--- config.mk ---
export PLATFORM = sky130hd
export DESIGN_NAME = wall_follow_speed_error_top
export DESIGN_NICKNAME = d
export VERILOG_FILES = /design/src/design/wfse_pkg.sv /design/src/design/wall_follow_speed_error_top.sv
export SDC_FILE = /design/constraint.sdc
export NUM_CORES = 1
export LEC_CHECK = 0
export ABC_AREA = 1
export BUFFER_PORTS_ARGS = -buffer_cell sky130_fd_sc_hd__buf_2
export CAP_MARGIN = 20
export CORE_ASPECT_RATIO = 0.9
export CORE_MARGIN = 10
export CORE_UTILIZATION = 25
export DETAILED_ROUTE_END_ITERATION = 16
export HOLD_SLACK_MARGIN = 0.05
export PLACE_DENSITY_LB_ADDON = 0.15
export SKIP_LAST_GASP = 1
export SYNTH_ARGS = -nofsm -noshare
export SYNTH_HDL_FRONTEND = slang
export SYNTH_SLANG_ARGS = --single-unit
--- constraint.sdc ---
create_clock -name clock -period 5.13 [get_ports clock]
set_input_delay 0.7695 -clock clock [delete_from_list [all_inputs] [get_ports clock]]
set_output_delay 0.7695 -clock clock [all_outputs]
set_load 0.005 [all_outputs]
--- src/design/wfse_pkg.sv ---
// Shared widths, register indexes and case codes for the wall-follow speed error block.
package wfse_pkg;

   localparam int SENSOR_W   = 12;
   localparam int SPEED_W    = 12;
   localparam int ERROR_W    = 14;
   localparam int CORR_W     = 9;
   localparam int COUNT_W    = 16;
   localparam int SETTLE_W   = 15;
   localparam int DIV_W      = 8;
   localparam int CSR_IDX_W  = 3;
   localparam int CSR_DATA_W = 15;

   // request tdata: six 12-bit fields, 72 bits
   localparam int REQ_DATA_W = 72;
   // response tdata: 14 + 14 + 9 = 37 bits, padded to 40
   localparam int RSP_FIELD_W = 2 * ERROR_W + CORR_W;
   localparam int RSP_DATA_W  = 40;

   // configuration register indexes
   localparam logic [CSR_IDX_W-1:0] REG_LEFT_DETECT  = 3'd0;
   localparam logic [CSR_IDX_W-1:0] REG_RIGHT_DETECT = 3'd1;
   localparam logic [CSR_IDX_W-1:0] REG_LEFT_CENTER  = 3'd2;
   localparam logic [CSR_IDX_W-1:0] REG_RIGHT_CENTER = 3'd3;
   localparam logic [CSR_IDX_W-1:0] REG_DIVISOR      = 3'd4;
   localparam logic [CSR_IDX_W-1:0] REG_MAX_CORR     = 3'd5;
   localparam logic [CSR_IDX_W-1:0] REG_SETTLE       = 3'd6;

   // wall cases
   localparam logic [1:0] CASE_NONE  = 2'd0;
   localparam logic [1:0] CASE_BOTH  = 2'd1;
   localparam logic [1:0] CASE_LEFT  = 2'd2;
   localparam logic [1:0] CASE_RIGHT = 2'd3;

   // single-wall acceptance margins below the centre level
   localparam logic signed [12:0] LEFT_MARGIN  = 13'sd80;
   localparam logic signed [12:0] RIGHT_MARGIN = 13'sd60;

endpackage

--- src/design/wall_follow_speed_error_top.sv ---
// Wall-follow speed error block: case tracking, serial divider and result register.
//
// Usage: one control tick is one request on the req_ channel (sensor samples,
// target and measured wheel speeds in req_tdata, start-of-move flag in
// req_tuser). Each request yields exactly one response on the rsp_ channel
// carrying both wheel speed errors and the applied wall correction.
// A tick that needs a wall correction runs the shared restoring divider,
// one quotient bit per cycle over 12 steps in ST_DIV, then goes to ST_FIN,
// which loads the response register; a tick without correction goes from
// ST_IDLE straight to ST_FIN. The sequencer takes no new tick until it has
// moved the last result into the response register and is back in ST_IDLE;
// req_tready is high only while the sequencer is idle.
// The response register parts the two sides: a new request is taken while the
// previous response still waits; if the receiver stalls, the next result is
// held in the sequencer until the response register frees up.
// Configuration writes on csr_ are always accepted (csr_ready is tied high); write them
// only while no tick is in flight. Unknown indexes are dropped.
// Reset (synchronous, active high) restores the register defaults, clears the
// wall case and settle counter, and empties the response register.
module wall_follow_speed_error_top (
   input  logic                               clock,
   input  logic                               reset,
   // req_tdata, low bit up: left_sensor, right_sensor, left_target,
   // right_target, left_measured, right_measured (12 bits each)
   input  logic                               req_tvalid,
   output logic                               req_tready,
   input  logic [wfse_pkg::REQ_DATA_W-1:0]    req_tdata,
   // req_tuser: move_start
   input  logic                               req_tuser,
   // rsp_tdata, low bit up: left_error (14), right_error (14),
   // wall_correction (9), three zero pad bits
   output logic                               rsp_tvalid,
   input  logic                               rsp_tready,
   output logic [wfse_pkg::RSP_DATA_W-1:0]    rsp_tdata,
   // configuration write channel
   input  logic                               csr_valid,
   output logic                               csr_ready,
   input  logic [wfse_pkg::CSR_IDX_W-1:0]     csr_index,
   input  logic [wfse_pkg::CSR_DATA_W-1:0]    csr_data
);
   import wfse_pkg::*;

   localparam logic [1:0] ST_IDLE = 2'd0;
   localparam logic [1:0] ST_DIV  = 2'd1;
   localparam logic [1:0] ST_FIN  = 2'd2;

   localparam logic [3:0] DIV_STEPS_M1 = 4'd11;

   // configuration registers
   logic [SENSOR_W-1:0] left_detect_ff, right_detect_ff;
   logic [SENSOR_W-1:0] left_center_ff, right_center_ff;
   logic [DIV_W-1:0]    divisor_ff, max_corr_ff;
   logic [SETTLE_W-1:0] settle_ticks_ff;

   // tracking state
   logic [1:0]          wall_case_ff, wall_case_in;
   logic [COUNT_W-1:0]  settle_count_ff, settle_count_in;

   // sequencer and divider
   logic [1:0]          state_ff;
   logic [3:0]          iter_ff;
   logic [DIV_W-1:0]    rem_ff;
   logic [SENSOR_W-1:0] quo_ff;
   logic                neg_ff;
   logic signed [12:0]  ldiff_ff, rdiff_ff;

   // response register
   logic                   rsp_valid_ff;
   logic [RSP_FIELD_W-1:0] rsp_data_ff;

   // request field unpacking
   logic [SENSOR_W-1:0]       ls, rs;
   logic signed [SPEED_W-1:0] lt, rt, lm, rm;
   logic                      start;

   assign ls    = req_tdata[11:0];
   assign rs    = req_tdata[23:12];
   assign lt    = req_tdata[35:24];
   assign rt    = req_tdata[47:36];
   assign lm    = req_tdata[59:48];
   assign rm    = req_tdata[71:60];
   assign start = req_tuser;

   logic req_fire, rsp_fire, load_rsp;
   assign req_tready = (state_ff == ST_IDLE);
   assign req_fire   = req_tvalid && req_tready;
   assign rsp_fire   = rsp_valid_ff && rsp_tready;
   assign load_rsp   = (state_ff == ST_FIN) && (!rsp_valid_ff || rsp_tready);

   logic [DIV_W-1:0] div_eff;
   assign div_eff = (divisor_ff == '0) ? DIV_W'(1) : divisor_ff;

   // case decision for the accepted tick
   logic signed [12:0]  loff, roff;
   logic                need_div, use_right;
   logic [SENSOR_W-1:0] dividend;
   logic                dividend_neg;

   assign loff = 13'(ls) - 13'(left_center_ff);
   assign roff = 13'(rs) - 13'(right_center_ff);

   always_comb begin
      logic [1:0]         case_cur, seen;
      logic [COUNT_W-1:0] cnt_cur, cnt_base;
      logic               lw, rw;
      logic signed [12:0] off;

      case_cur = start ? CASE_NONE : wall_case_ff;
      cnt_cur  = start ? '0 : settle_count_ff;
      lw       = ls > left_detect_ff;
      rw       = rs > right_detect_ff;
      seen     = (lw && rw) ? CASE_BOTH : (lw ? CASE_LEFT : (rw ? CASE_RIGHT : CASE_NONE));
      cnt_base = cnt_cur;
      off      = '0;

      wall_case_in    = case_cur;
      settle_count_in = cnt_cur;
      need_div        = 1'b0;
      use_right       = 1'b0;

      if (lt == rt) begin
         if (seen == CASE_NONE) begin
            settle_count_in = '0;
         end else begin
            if (seen != case_cur) begin
               cnt_base     = '0;
               wall_case_in = seen;
            end
            if (cnt_base > COUNT_W'(settle_ticks_ff)) begin
               settle_count_in = cnt_base;
               if (seen == CASE_BOTH && loff > 13'sd0) begin
                  need_div = 1'b1;
               end else if (seen == CASE_BOTH && roff > 13'sd0) begin
                  need_div  = 1'b1;
                  use_right = 1'b1;
               end else if (seen == CASE_LEFT && loff > -LEFT_MARGIN) begin
                  need_div = 1'b1;
               end else if (seen == CASE_RIGHT && roff > -RIGHT_MARGIN) begin
                  need_div  = 1'b1;
                  use_right = 1'b1;
               end else begin
                  settle_count_in = '0;
               end
            end else begin
               settle_count_in = cnt_base + COUNT_W'(1);
            end
         end
      end

      off          = use_right ? roff : loff;
      dividend     = off[12] ? SENSOR_W'(-off) : SENSOR_W'(off);
      dividend_neg = off[12] ^ use_right;
   end

   // one restoring division step
   logic [DIV_W:0]   div_shift;
   logic             div_bit;
   logic [DIV_W-1:0] div_rem;

   assign div_shift = {rem_ff, quo_ff[SENSOR_W-1]};
   assign div_bit   = div_shift >= {1'b0, div_eff};
   assign div_rem   = div_bit ? DIV_W'(div_shift - {1'b0, div_eff}) : div_shift[DIV_W-1:0];

   // clamp, sign and final error sums
   logic [DIV_W-1:0]         corr_mag;
   logic [CORR_W-1:0]        corr;
   logic [ERROR_W-1:0]       lerr, rerr;

   assign corr_mag = (quo_ff > SENSOR_W'(max_corr_ff)) ? max_corr_ff : quo_ff[DIV_W-1:0];
   assign corr     = neg_ff ? CORR_W'(-{1'b0, corr_mag}) : {1'b0, corr_mag};
   assign lerr     = {ldiff_ff[12], ldiff_ff} + {{(ERROR_W-CORR_W){corr[CORR_W-1]}}, corr};
   assign rerr     = {rdiff_ff[12], rdiff_ff} - {{(ERROR_W-CORR_W){corr[CORR_W-1]}}, corr};

   assign rsp_tvalid = rsp_valid_ff;
   assign rsp_tdata  = {(RSP_DATA_W-RSP_FIELD_W)'(0), rsp_data_ff};
   assign csr_ready  = 1'b1;

   // configuration registers
   always_ff @(posedge clock) begin
      if (reset) begin
         left_detect_ff  <= SENSOR_W'(500);
         right_detect_ff <= SENSOR_W'(500);
         left_center_ff  <= SENSOR_W'(1500);
         right_center_ff <= SENSOR_W'(1500);
         divisor_ff      <= DIV_W'(8);
         max_corr_ff     <= DIV_W'(30);
         settle_ticks_ff <= SETTLE_W'(200);
      end else if (csr_valid) begin
         unique case (csr_index)
            REG_LEFT_DETECT:  left_detect_ff  <= csr_data[SENSOR_W-1:0];
            REG_RIGHT_DETECT: right_detect_ff <= csr_data[SENSOR_W-1:0];
            REG_LEFT_CENTER:  left_center_ff  <= csr_data[SENSOR_W-1:0];
            REG_RIGHT_CENTER: right_center_ff <= csr_data[SENSOR_W-1:0];
            REG_DIVISOR:      divisor_ff      <= csr_data[DIV_W-1:0];
            REG_MAX_CORR:     max_corr_ff     <= csr_data[DIV_W-1:0];
            REG_SETTLE:       settle_ticks_ff <= csr_data[SETTLE_W-1:0];
            default: ; // drop writes to unknown indexes
         endcase
      end
   end

   // sequencer and tracking state
   always_ff @(posedge clock) begin
      if (reset) begin
         state_ff        <= ST_IDLE;
         wall_case_ff    <= CASE_NONE;
         settle_count_ff <= '0;
         rsp_valid_ff    <= 1'b0;
      end else begin
         if (rsp_fire) begin
            rsp_valid_ff <= 1'b0;
         end
         unique case (state_ff)
            ST_IDLE: begin
               if (req_fire) begin
                  wall_case_ff    <= wall_case_in;
                  settle_count_ff <= settle_count_in;
                  state_ff        <= need_div ? ST_DIV : ST_FIN;
               end
            end
            ST_DIV: begin
               if (iter_ff == '0) begin
                  state_ff <= ST_FIN;
               end
            end
            ST_FIN: begin
               if (load_rsp) begin
                  rsp_valid_ff <= 1'b1;
                  state_ff     <= ST_IDLE;
               end
            end
            default: state_ff <= ST_IDLE;
         endcase
      end
   end

   // datapath registers
   always_ff @(posedge clock) begin
      if (req_fire) begin
         iter_ff  <= DIV_STEPS_M1;
         rem_ff   <= '0;
         quo_ff   <= need_div ? dividend : '0;
         neg_ff   <= need_div ? dividend_neg : 1'b0;
         // sign-extend both speeds by one bit before the subtraction
         ldiff_ff <= {lt[11], lt} - {lm[11], lm};
         rdiff_ff <= {rt[11], rt} - {rm[11], rm};
      end else if (state_ff == ST_DIV) begin
         iter_ff <= iter_ff - 4'd1;
         rem_ff  <= div_rem;
         quo_ff  <= {quo_ff[SENSOR_W-2:0], div_bit};
      end
      if (load_rsp) begin
         rsp_data_ff <= {corr, rerr, lerr};
      end
   end

   // checks
   logic [CORR_W-1:0] rsp_corr, rsp_corr_abs;
   assign rsp_corr     = rsp_data_ff[RSP_FIELD_W-1:2*ERROR_W];
   assign rsp_corr_abs = rsp_corr[CORR_W-1] ? CORR_W'(-rsp_corr) : rsp_corr;

   a_busy_after_accept: assert property (@(posedge clock) disable iff (reset)
      req_fire |=> !req_tready)
      else $error("request accepted while a tick was in flight");

   a_rem_below_div: assert property (@(posedge clock) disable iff (reset)
      (state_ff == ST_DIV) |-> (rem_ff < div_eff))
      else $error("divider remainder reached the divisor");

   a_corr_clamped: assert property (@(posedge clock) disable iff (reset)
      rsp_valid_ff |-> (rsp_corr_abs <= {1'b0, max_corr_ff}))
      else $error("wall correction beyond clamp");

   a_no_case_no_count: assert property (@(posedge clock) disable iff (reset)
      (wall_case_ff == CASE_NONE) |-> (settle_count_ff == '0))
      else $error("settle counter running without a wall case");

   a_div_length: assert property (@(posedge clock) disable iff (reset)
      (state_ff == ST_DIV && iter_ff == '0) |=> (state_ff == ST_FIN))
      else $error("divider did not hand over after its last step");

endmodule

==> results of run 1 <==
[synth_stat cells (15+ instances only)]
library cell / count
a21oi_1: 136
a31oi_1: 23
clkbuf_1: 30
dfxtp_1: 112
edfxtp_1: 76
ha_1: 137
inv_1: 316
nand2_1: 335
nand3_1: 87
nand4_1: 30
nor2_1: 133
o211ai_1: 38
o21ai_0: 109
o21bai_1: 18
xnor2_1: 15
xor2_1: 47
[timing repair]
item / in CTS / in global routing
pin swaps: 0 / 22
endpoints found under the hold margin: 0 / 0
gates cloned: 0 / 1
buffers inserted: 0 / 5
setup endpoints to repair: 1 / 20
resized for setup: 1 / 66
hold buffers: 0 / 0
[metrics by stage]
stage	power, mW	utilization (%)	setup slack [ns]	hold WS [ns]	setup TNS, ns
finish	4.21	30.9	0.276	0.460	0
global route	4.49	30.9	-0.0440	0.484	-0.221
CTS	4.24	30.3	-0.00345	0.464	-0.00582
detailed placement	2.82	29.1	-0.502	0.452	-5.23
global placement	2.81	29.1	-0.421	0.450	-4.28
floorplan	2.44	-	0.0292	0.433	0
[power breakdown]
group	leakage, nW	switching (mW)	internal, mW
sequential	1.64	0.0406	1.69
clock	0.281	0.694	0.693
combinational	5.84	0.673	0.421
total	7.75	1.41	2.80
[layout make-up]
type                            instances  area share [%]
Antenna cell                            1          0.0153
Clock inverter                         14           0.995
Clock buffer                           18            2.62
Sequential cell                       188            27.7
Timing Repair Buffer                  231            8.77
Multi-Input combinational cell       1231            47.2
Tap cell                              697            5.33
Inverter                              323            7.43
[sequential cells by signal, summed over array words and instances (netlist names), 4 cells and up]
signal and count:
divisor_ff 8, iter_ff 4, ldiff_ff 13, left_center_ff 12, left_detect_ff 12, max_corr_ff 8, quo_ff 12, rdiff_ff 13
rem_ff 8, right_center_ff 12, right_detect_ff 12, rsp_data_ff 37, settle_count_ff 16, settle_ticks_ff 15
[metal layers]
layer,share of wire (%),routed length [um],track usage [%],vias up
met2,45,19100,21.2,175
met3,3.4,1410,2.43,41
li1,-,-,-,6327
met1,49,20800,17.8,5671
met4,1.8,769,4.42,0
met5,0,0,0,-
[worst paths after layout]
| check | endpoint | start | cells after the start |
|---|---|---|---|
| worst min-delay path | left_center_ff[11] | left_center_ff[11] | 2 |
| worst min register to register | left_center_ff[11] | left_center_ff[11] | 2 |
| worst max-delay path | quo_ff[9] | req_tdata[11] | 40 |
| worst max register to register | quo_ff[9] | left_detect_ff[11] | 40 |
[critical path, delay by kind of cell]
kind	cells	cell delay (ns)
simple gates	27	2.35
fa+ha+maj	4	1.02
buf+inv	6	0.54
compound gates	2	0.26
xor+xnor	1	0.13
[logic make-up (layout without fill, tap and decap cells)]
kind of cell	count (synthesis)	in the layout	share of synthesized area (%)
XOR/XNOR	62	62	4.06
adder cells (fa/ha/maj)	144	144	13.9
other	2	5	0.0562
AND/OR/NAND/NOR	654	655	21.7
buffers and inverters	366	586	10.7
flip-flops	188	188	33.9
AO/OA/AOI/OAI	366	366	15.8
==> metrics.txt, run 1 <==
status=complete, no violations; die height=239 um; Clock Latency Late Sink=0.50 ns; placed insts=2663; io pins=139; Yosys top cell area share=17.1%; unique cell type count in the Yosys netlist=51; First-pass DRT Iterations=5; First DRT Iteration DRCs=619; WP data arrival=just over 5 ns; Max Cap Violations=0; FILL cells=5689; final std cells w/o fill=2703; worst-path fanout max=8; Synth area leader=edfxtp_1; layout cells sized above 1=between 10% and 20%; DR WL/cell=around 16 um; H-tree levels=4; drc violations=0; Period minus WS final=4.85 ns; Slew HR=40.0%; top_reg_cell synth=dfxtp_1; synth warn=0; total CTS buffers=17; CP max stage cell=ha_4; Final HPWL DP=~33 mm; worst path required time=5.38 ns; Area Overhead vs Synth=22.4%; Post-Syn Area=between 10000 and 15000 um^2; Synth Instances=1782; Crit path top cell by count=nand2_1; Critical Path Start Type=primary input; Num Clock Sinks=188; Max rail drop VDD=0.000309 V; Vias=12200; Max clock buf depth=2; Hold Vio Cnt, Final=0; port bufs=between 100 and 150; type of destination of the critical path=flop; Post-DP Area=15400 um^2; clk slew on worst S/H paths=0.07 ns; power per cell area=257 nW/um^2; Slew Limit Fails=0; actual slew at the worst max-slew pin=0.896 ns; Tcrit/Tclk final=94.6%; Layout Nets=2232; fmax=206 MHz; number of flops mapped to enable cells by yosys=76; GRT Total Usage=13.3%; number of vias per cell=4.52; Starting Density=25.2%; clk root buf=clkbuf_16; post-synthesis register bit count=188; skew final=0.0137 ns; grt ovf=0; register area share after synthesis=33.9%; initial antenna violation count=2; endpoints failing setup=0; Die ar.=63100 um^2; CP peak stage delay=0.29 ns; area of the multi-input gates=7710 um^2; RSZ-0062 raised after global routing=true; commonest non-fill, non-tap cell in the layout=nand2_1; Leak=approximately 7.8 nW; Synth Area per Inst=between 7 and 8 um^2; Async S/R FF share, synth=0%; critical path class=in2reg; Post-DRT Antenna Nets=0; Die Wd=roughly 260 um; Reg area=4530 um^2; largest net degree at the start of global routing=52; TritonCTS clock tree=done; most frequent cells in the layout=nand2_1 (323), inv_1 (305), a21oi_1 (134), buf_2 (134), ha_1 (131); gp weighted congestion=0.879; core area=around 53000 um^2; final wirelength=between 40 and 50 mm; vias in the first global route=12200; Synth area leaders=edfxtp_1 (17%), dfxtp_1 (17%), ha_1 (13%), nand2_1 (9.4%), inv_1 (8.9%); first-pass GRT wire length=roughly 67 mm; design area=16400 um^2; Hold/Removal Path Class=reg2reg; flop2flop setup slack=about 0.31 ns; Rows=80
Power figures use the tool's default switching activity.
==> run 2: changes to the inputs <==
Clock period 5.13 ns to 6 ns, I/O delays scaled along.
==> metrics.txt, run 2 (synthesis results as in run 1) <==
cts repair resizes=0 (-1); post-CTS setup buffers=0 (unchanged); number of vias per cell=4.50 (-0.41%); First DRT Iteration DRCs=691 (+12%); worst-path fanout max=8 (unchanged); H-tree levels=4 (unchanged); Period minus WS final=5.36 ns; Setup TNS Final=0 ns (unchanged); Critical Path Start Type=primary input; Rows=80 (unchanged); Leak=7.44 nW (-4.0%); skew final=0.0171 ns (+0.00338 ns); Area Overhead vs Synth=17.0%; first-pass GRT wire length=65.4 mm (-1.9%); Crit path top cell by count=nand2_1; Slew HR=36.0% (-4.1 points); hold buffer count at cts=0 (unchanged); Clock Latency Late Sink=0.49 ns (about the same); grt ovf=0 (unchanged); gp weighted congestion=0.908 (+3.3%); Post-DRT Antenna Nets=0 (unchanged); Hold/Removal Path Class=reg2reg; endpoints failing setup=0 (unchanged); drc violations=0 (unchanged); Max clock buf depth=2 (unchanged); Post-Place Worst Slack=0.110 ns (+0.612 ns); DR WL/cell=15.6 um (+0.39%); worst path required time=6.24 ns (+0.86 ns); First-pass DRT Iterations=5 (unchanged); core area=53000 um^2 (unchanged); GRT Total Usage=13.2% (-0.14 points); vias in the first global route=11800 (-3.1%); clk slew on worst S/H paths=0.08 ns (about the same); Max Cap Violations=0 (unchanged); Max rail drop VDD=0.000246 V (-20%); Slew Limit Fails=0 (unchanged); most frequent cells in the layout=nand2_1 (335), inv_1 (315), ha_1 (137); critical path class=in2reg; clk root buf=clkbuf_16; status=complete, no violations; power per cell area=227 nW/um^2 (-12%); commonest non-fill, non-tap cell in the layout=nand2_1; Largest regs=rsp_data_ff x37, settle_count_ff x16, settle_ticks_ff x15; Top reg by flops=rsp_data_ff; type of destination of the critical path=flop; Vias=11900 (-2.7%); max reg flops=37 (unchanged); FILL cells=5699 (+0.18%); largest net degree at the start of global routing=60 (+15%); initial antenna violation count=1 (-1); PnR worst setup slack=0.639 ns (+0.364 ns); Final HPWL DP=32.9 mm (+0.39%); diode count=0 (-1); Hold Vio Cnt, Final=0 (unchanged); final design utilization=29.5% (-1.4 points); TritonCTS clock tree=done; Final Power=3.55 mW (-16%); Num Clock Sinks=188 (unchanged); Layout Nets=2172 (-2.7%); WP data arrival=5.60 ns (+0.50 ns); port bufs=134 (unchanged); Die ar.=63100 um^2 (unchanged); Tcrit/Tclk final=around nine tenths; actual slew at the worst max-slew pin=0.957 ns (+0.0609 ns); CP peak stage delay=0.29 ns (about the same); final wirelength=41.2 mm (-1.9%); die height=239 um (unchanged); fmax=187 MHz; io pins=139 (unchanged); Die Wd=264 um (unchanged); RSZ-0062 raised after global routing=false; layout cells sized above 1=13.0% (-5.2 points); total CTS buffers=17 (unchanged); CP max stage cell=ha_1; Starting Density=25.2% (unchanged)
run 2: cell types whose count changed in the layout (fill, tap and decap cells not counted), sizes merged:
cell / previous run / this run
clkbuf: 18 / 17
clkinv: 3 / 7
diode: 1 / 0
buf: 231 / 172
clkinvlp: 3 / 0
nand3: 94 / 93
run 2: stage by stage:
| stage | area [um^2] | hold WS [ns] | instances |
|---|---|---|---|
| 2_1_floorplan | 13400 | 0.433 | 1784 |
| 3_3_place_gp | 15000 | 0.448 | 2608 |
| 3_5_place_dp | 15000 | 0.456 | 2609 |
| 4_1_cts | 15600 | 0.467 | 2641 |
| 5_1_grt | 15600 | 0.492 | 2642 |
| 6_report | 15600 | 0.463 | 2642 |
run 2: area by class of cell:
class	count	area, um^2	share of cell area, %
well taps	697	872	5.58
multi-input cells	1230	7430	47.5
flip-flops and latches	188	4520	29.0
clock buffers	17	425	2.72
inverters	323	1210	7.76
repair buffers	172	976	6.25
clock inverters	15	186	1.19
run 2: final timing paths:
check / to / slack [ns] / from / depth (start not counted)
setup reg to reg: quo_ff[10] / 0.80 / left_detect_ff[11] / 41
setup / recovery: quo_ff[10] / 0.64 / req_tdata[11] / 41
hold / removal: right_center_ff[11] / 0.46 / right_center_ff[11] / 2
hold reg to reg: right_center_ff[11] / 0.46 / right_center_ff[11] / 2
run 2: power breakdown:
part	total [mW]	leakage (nW)	switching (mW)	internal, mW
clock network	1.21	0.300	0.604	0.601
registers	1.48	1.64	0.0337	1.44
logic	0.863	5.51	0.548	0.315
run 2: layer usage:
metal | routed length, um | track usage (%) | part of all wire [%] | up-vias
li1 | - | - | - | 6198
met2 | 18600 | 21.1 | 45 | 190
met4 | 771 | 4.46 | 1.9 | 0
met1 | 20500 | 17.6 | 50 | 5456
met3 | 1400 | 2.13 | 3.4 | 46
met5 | 0 | 0 | 0 | -
run 2: critical path, delay by kind of cell:
kind | cells | cell delay [ns]
and+or+nand+nor | 24 | 2.28
adders and majority gates | 4 | 0.99
buffers and inverters | 9 | 0.91
AOI/OAI and AO/OA | 3 | 0.39
xor gates and xnor gates | 1 | 0.15
==> run 3: changes to the inputs <==
Settings changed: ABC_CLOCK_PERIOD_IN_PS set to 6000, REMOVE_ABC_BUFFERS set to 1.
==> metrics.txt, run 3 (synthesis results as in run 1) <==
Final HPWL DP=32.5 mm (-1.5%); Slew Limit Fails=0 (unchanged); worst-path fanout max=10 (+2); Max Cap Violations=0 (unchanged); Area Overhead vs Synth=17.5%; type of destination of the critical path=flop; Die Wd=264 um (unchanged); total CTS buffers=17 (unchanged); Crit path top cell by count=nand2_1; Vias=11900 (-0.15%); Num Clock Sinks=188 (unchanged); Tcrit/Tclk final=89.4% (about the same); H-tree levels=4 (unchanged); initial antenna violation count=1 (unchanged); area of the multi-input gates=7430 um^2 (unchanged); number of vias per cell=4.47 (-0.57%); RSZ-0062 raised after global routing=false; core area=53000 um^2 (unchanged); Max rail drop VDD=0.000276 V (+12%); port bufs=134 (unchanged); Die ar.=63100 um^2 (unchanged); FILL cells=5721 (+0.39%); worst reg-to-reg path cell count=41 (unchanged); Leak=7.48 nW (+0.46%); power per cell area=225 nW/um^2 (-0.94%); worst r2r src=left_detect_ff[11]; actual slew at the worst max-slew pin=1.01 ns (+0.0540 ns); Period minus WS final=5.36 ns (+0.00314 ns); die height=239 um (unchanged); clk root buf=clkbuf_16; Setup TNS Final=0 ns (unchanged); DR WL/cell=15.5 um (-0.66%); first-pass GRT wire length=65.5 mm (+0.26%); Critical Path Start Type=primary input; status=complete, no violations; flop2flop setup slack=0.80 ns (about the same); hold_sp=left_center_ff[5]; Hold Vio Cnt, Final=0 (unchanged); Top reg by flops=rsp_data_ff; worst path required time=6.26 ns (+0.02 ns); post-CTS setup buffers=0 (unchanged); critical path class=in2reg; layout cells sized above 1=13.4% (+0.49 points); Max clock buf depth=2 (unchanged); First DRT Iteration DRCs=652 (-5.6%); Largest regs=rsp_data_ff x37, settle_count_ff x16, settle_ticks_ff x15; most frequent cells in the layout=nand2_1 (335), inv_1 (315), ha_1 (137); Clock Latency Late Sink=0.50 ns (about the same); Starting Density=25.2% (unchanged); final design utilization=29.6% (+0.13 points); vias in the first global route=11700 (-0.47%); Layout Nets=2183 (+0.51%); GRT Total Usage=13.1% (-0.019 points); largest net degree at the start of global routing=97 (+62%); Post-DRT Antenna Nets=0 (unchanged); endpoints failing setup=0 (unchanged); Rows=80 (unchanged); WP data arrival=5.62 ns (+0.02 ns); hold buffer count at cts=0 (unchanged); fmax=186 MHz (about the same); CP peak stage delay=0.30 ns (about the same); grt ovf=0 (unchanged); clk slew on worst S/H paths=0.08 ns (about the same); final wirelength=41.1 mm (-0.25%); TritonCTS clock tree=done; io pins=139 (unchanged); WHS Path Cells=2 (unchanged); cts repair resizes=0 (unchanged); Hold EP=left_center_ff[5]; diode count=0 (unchanged); skew final=0.0166 ns (-0.000546 ns); Slew HR=32.6% (-3.4 points); CP max stage cell=ha_1; Fin Hold WS=0.460 ns (-0.00282 ns); max reg flops=37 (unchanged); drc violations=0 (unchanged); Hold/Removal Path Class=reg2reg; First-pass DRT Iterations=5 (unchanged); Reg area=4520 um^2 (unchanged); Post-Place Worst Slack=0.102 ns (-0.00784 ns); gp weighted congestion=0.872 (-4.0%); PnR worst setup slack=0.636 ns (-0.00313 ns); reg2reg end=quo_ff[10]; Post-DP Area=15100 um^2 (+0.42%); design area=15700 um^2 (+0.42%); commonest non-fill, non-tap cell in the layout=nand2_1
run 3: power by group:
group | switching (mW) | internal (mW) | total [mW] | leakage [nW]
clock | 0.618 | 0.559 | 1.18 | 0.284
combinational | 0.546 | 0.325 | 0.871 | 5.56
sequential | 0.0352 | 1.44 | 1.48 | 1.64
total | 1.20 | 2.33 | 3.53 | 7.48
run 3: critical path, delay by kind of cell:
family / cells / cell delay, ns
adder cells (fa/ha/maj): 4 / 1.03
XOR/XNOR: 1 / 0.15
buffers and inverters: 8 / 0.87
AO/OA/AOI/OAI: 3 / 0.39
AND/OR/NAND/NOR: 25 / 2.24
run 3: layout make-up:
type / instances / share of cell area [%]
multi-input cells: 1230 / 47.3
flip-flops and latches: 188 / 28.8
inverters: 323 / 7.73
repair buffers: 183 / 6.75
well taps: 697 / 5.56
clock buffers: 17 / 2.71
clock inverters: 15 / 1.08
run 3: stage by stage:
stage	std cells	power, mW
3_5_place_dp	2620	2.39
6_report	2653	3.53
2_1_floorplan	1741	2.07
4_1_cts	2652	3.59
3_3_place_gp	2620	2.39
5_1_grt	2653	3.76
run 3: worst max path at each step:
| stage | from | endpoint | slack, ns | cells past startpoint |
|---|---|---|---|---|
| 2_1_floorplan | req_tdata[11] | quo_ff[11] | 0.60 | 40 |
| 6_report | req_tdata[11] | quo_ff[10] | 0.64 | 41 |
| 3_5_place_dp | req_tdata[11] | quo_ff[10] | 0.10 | 41 |
| 4_1_cts | req_tdata[11] | quo_ff[10] | 0.63 | 41 |
| 5_1_grt | req_tdata[11] | quo_ff[10] | 0.02 | 41 |
| 3_3_place_gp | req_tdata[11] | quo_ff[8] | 0.19 | 41 |
run 3: routing by layer:
metal	up-vias	global-route usage, %	part of all wire [%]
met5	-	0	0
met4	0	3.79	1.3
met3	24	2.37	3.2
met2	157	20.9	45
met1	5472	17.8	50
li1	6219	-	-
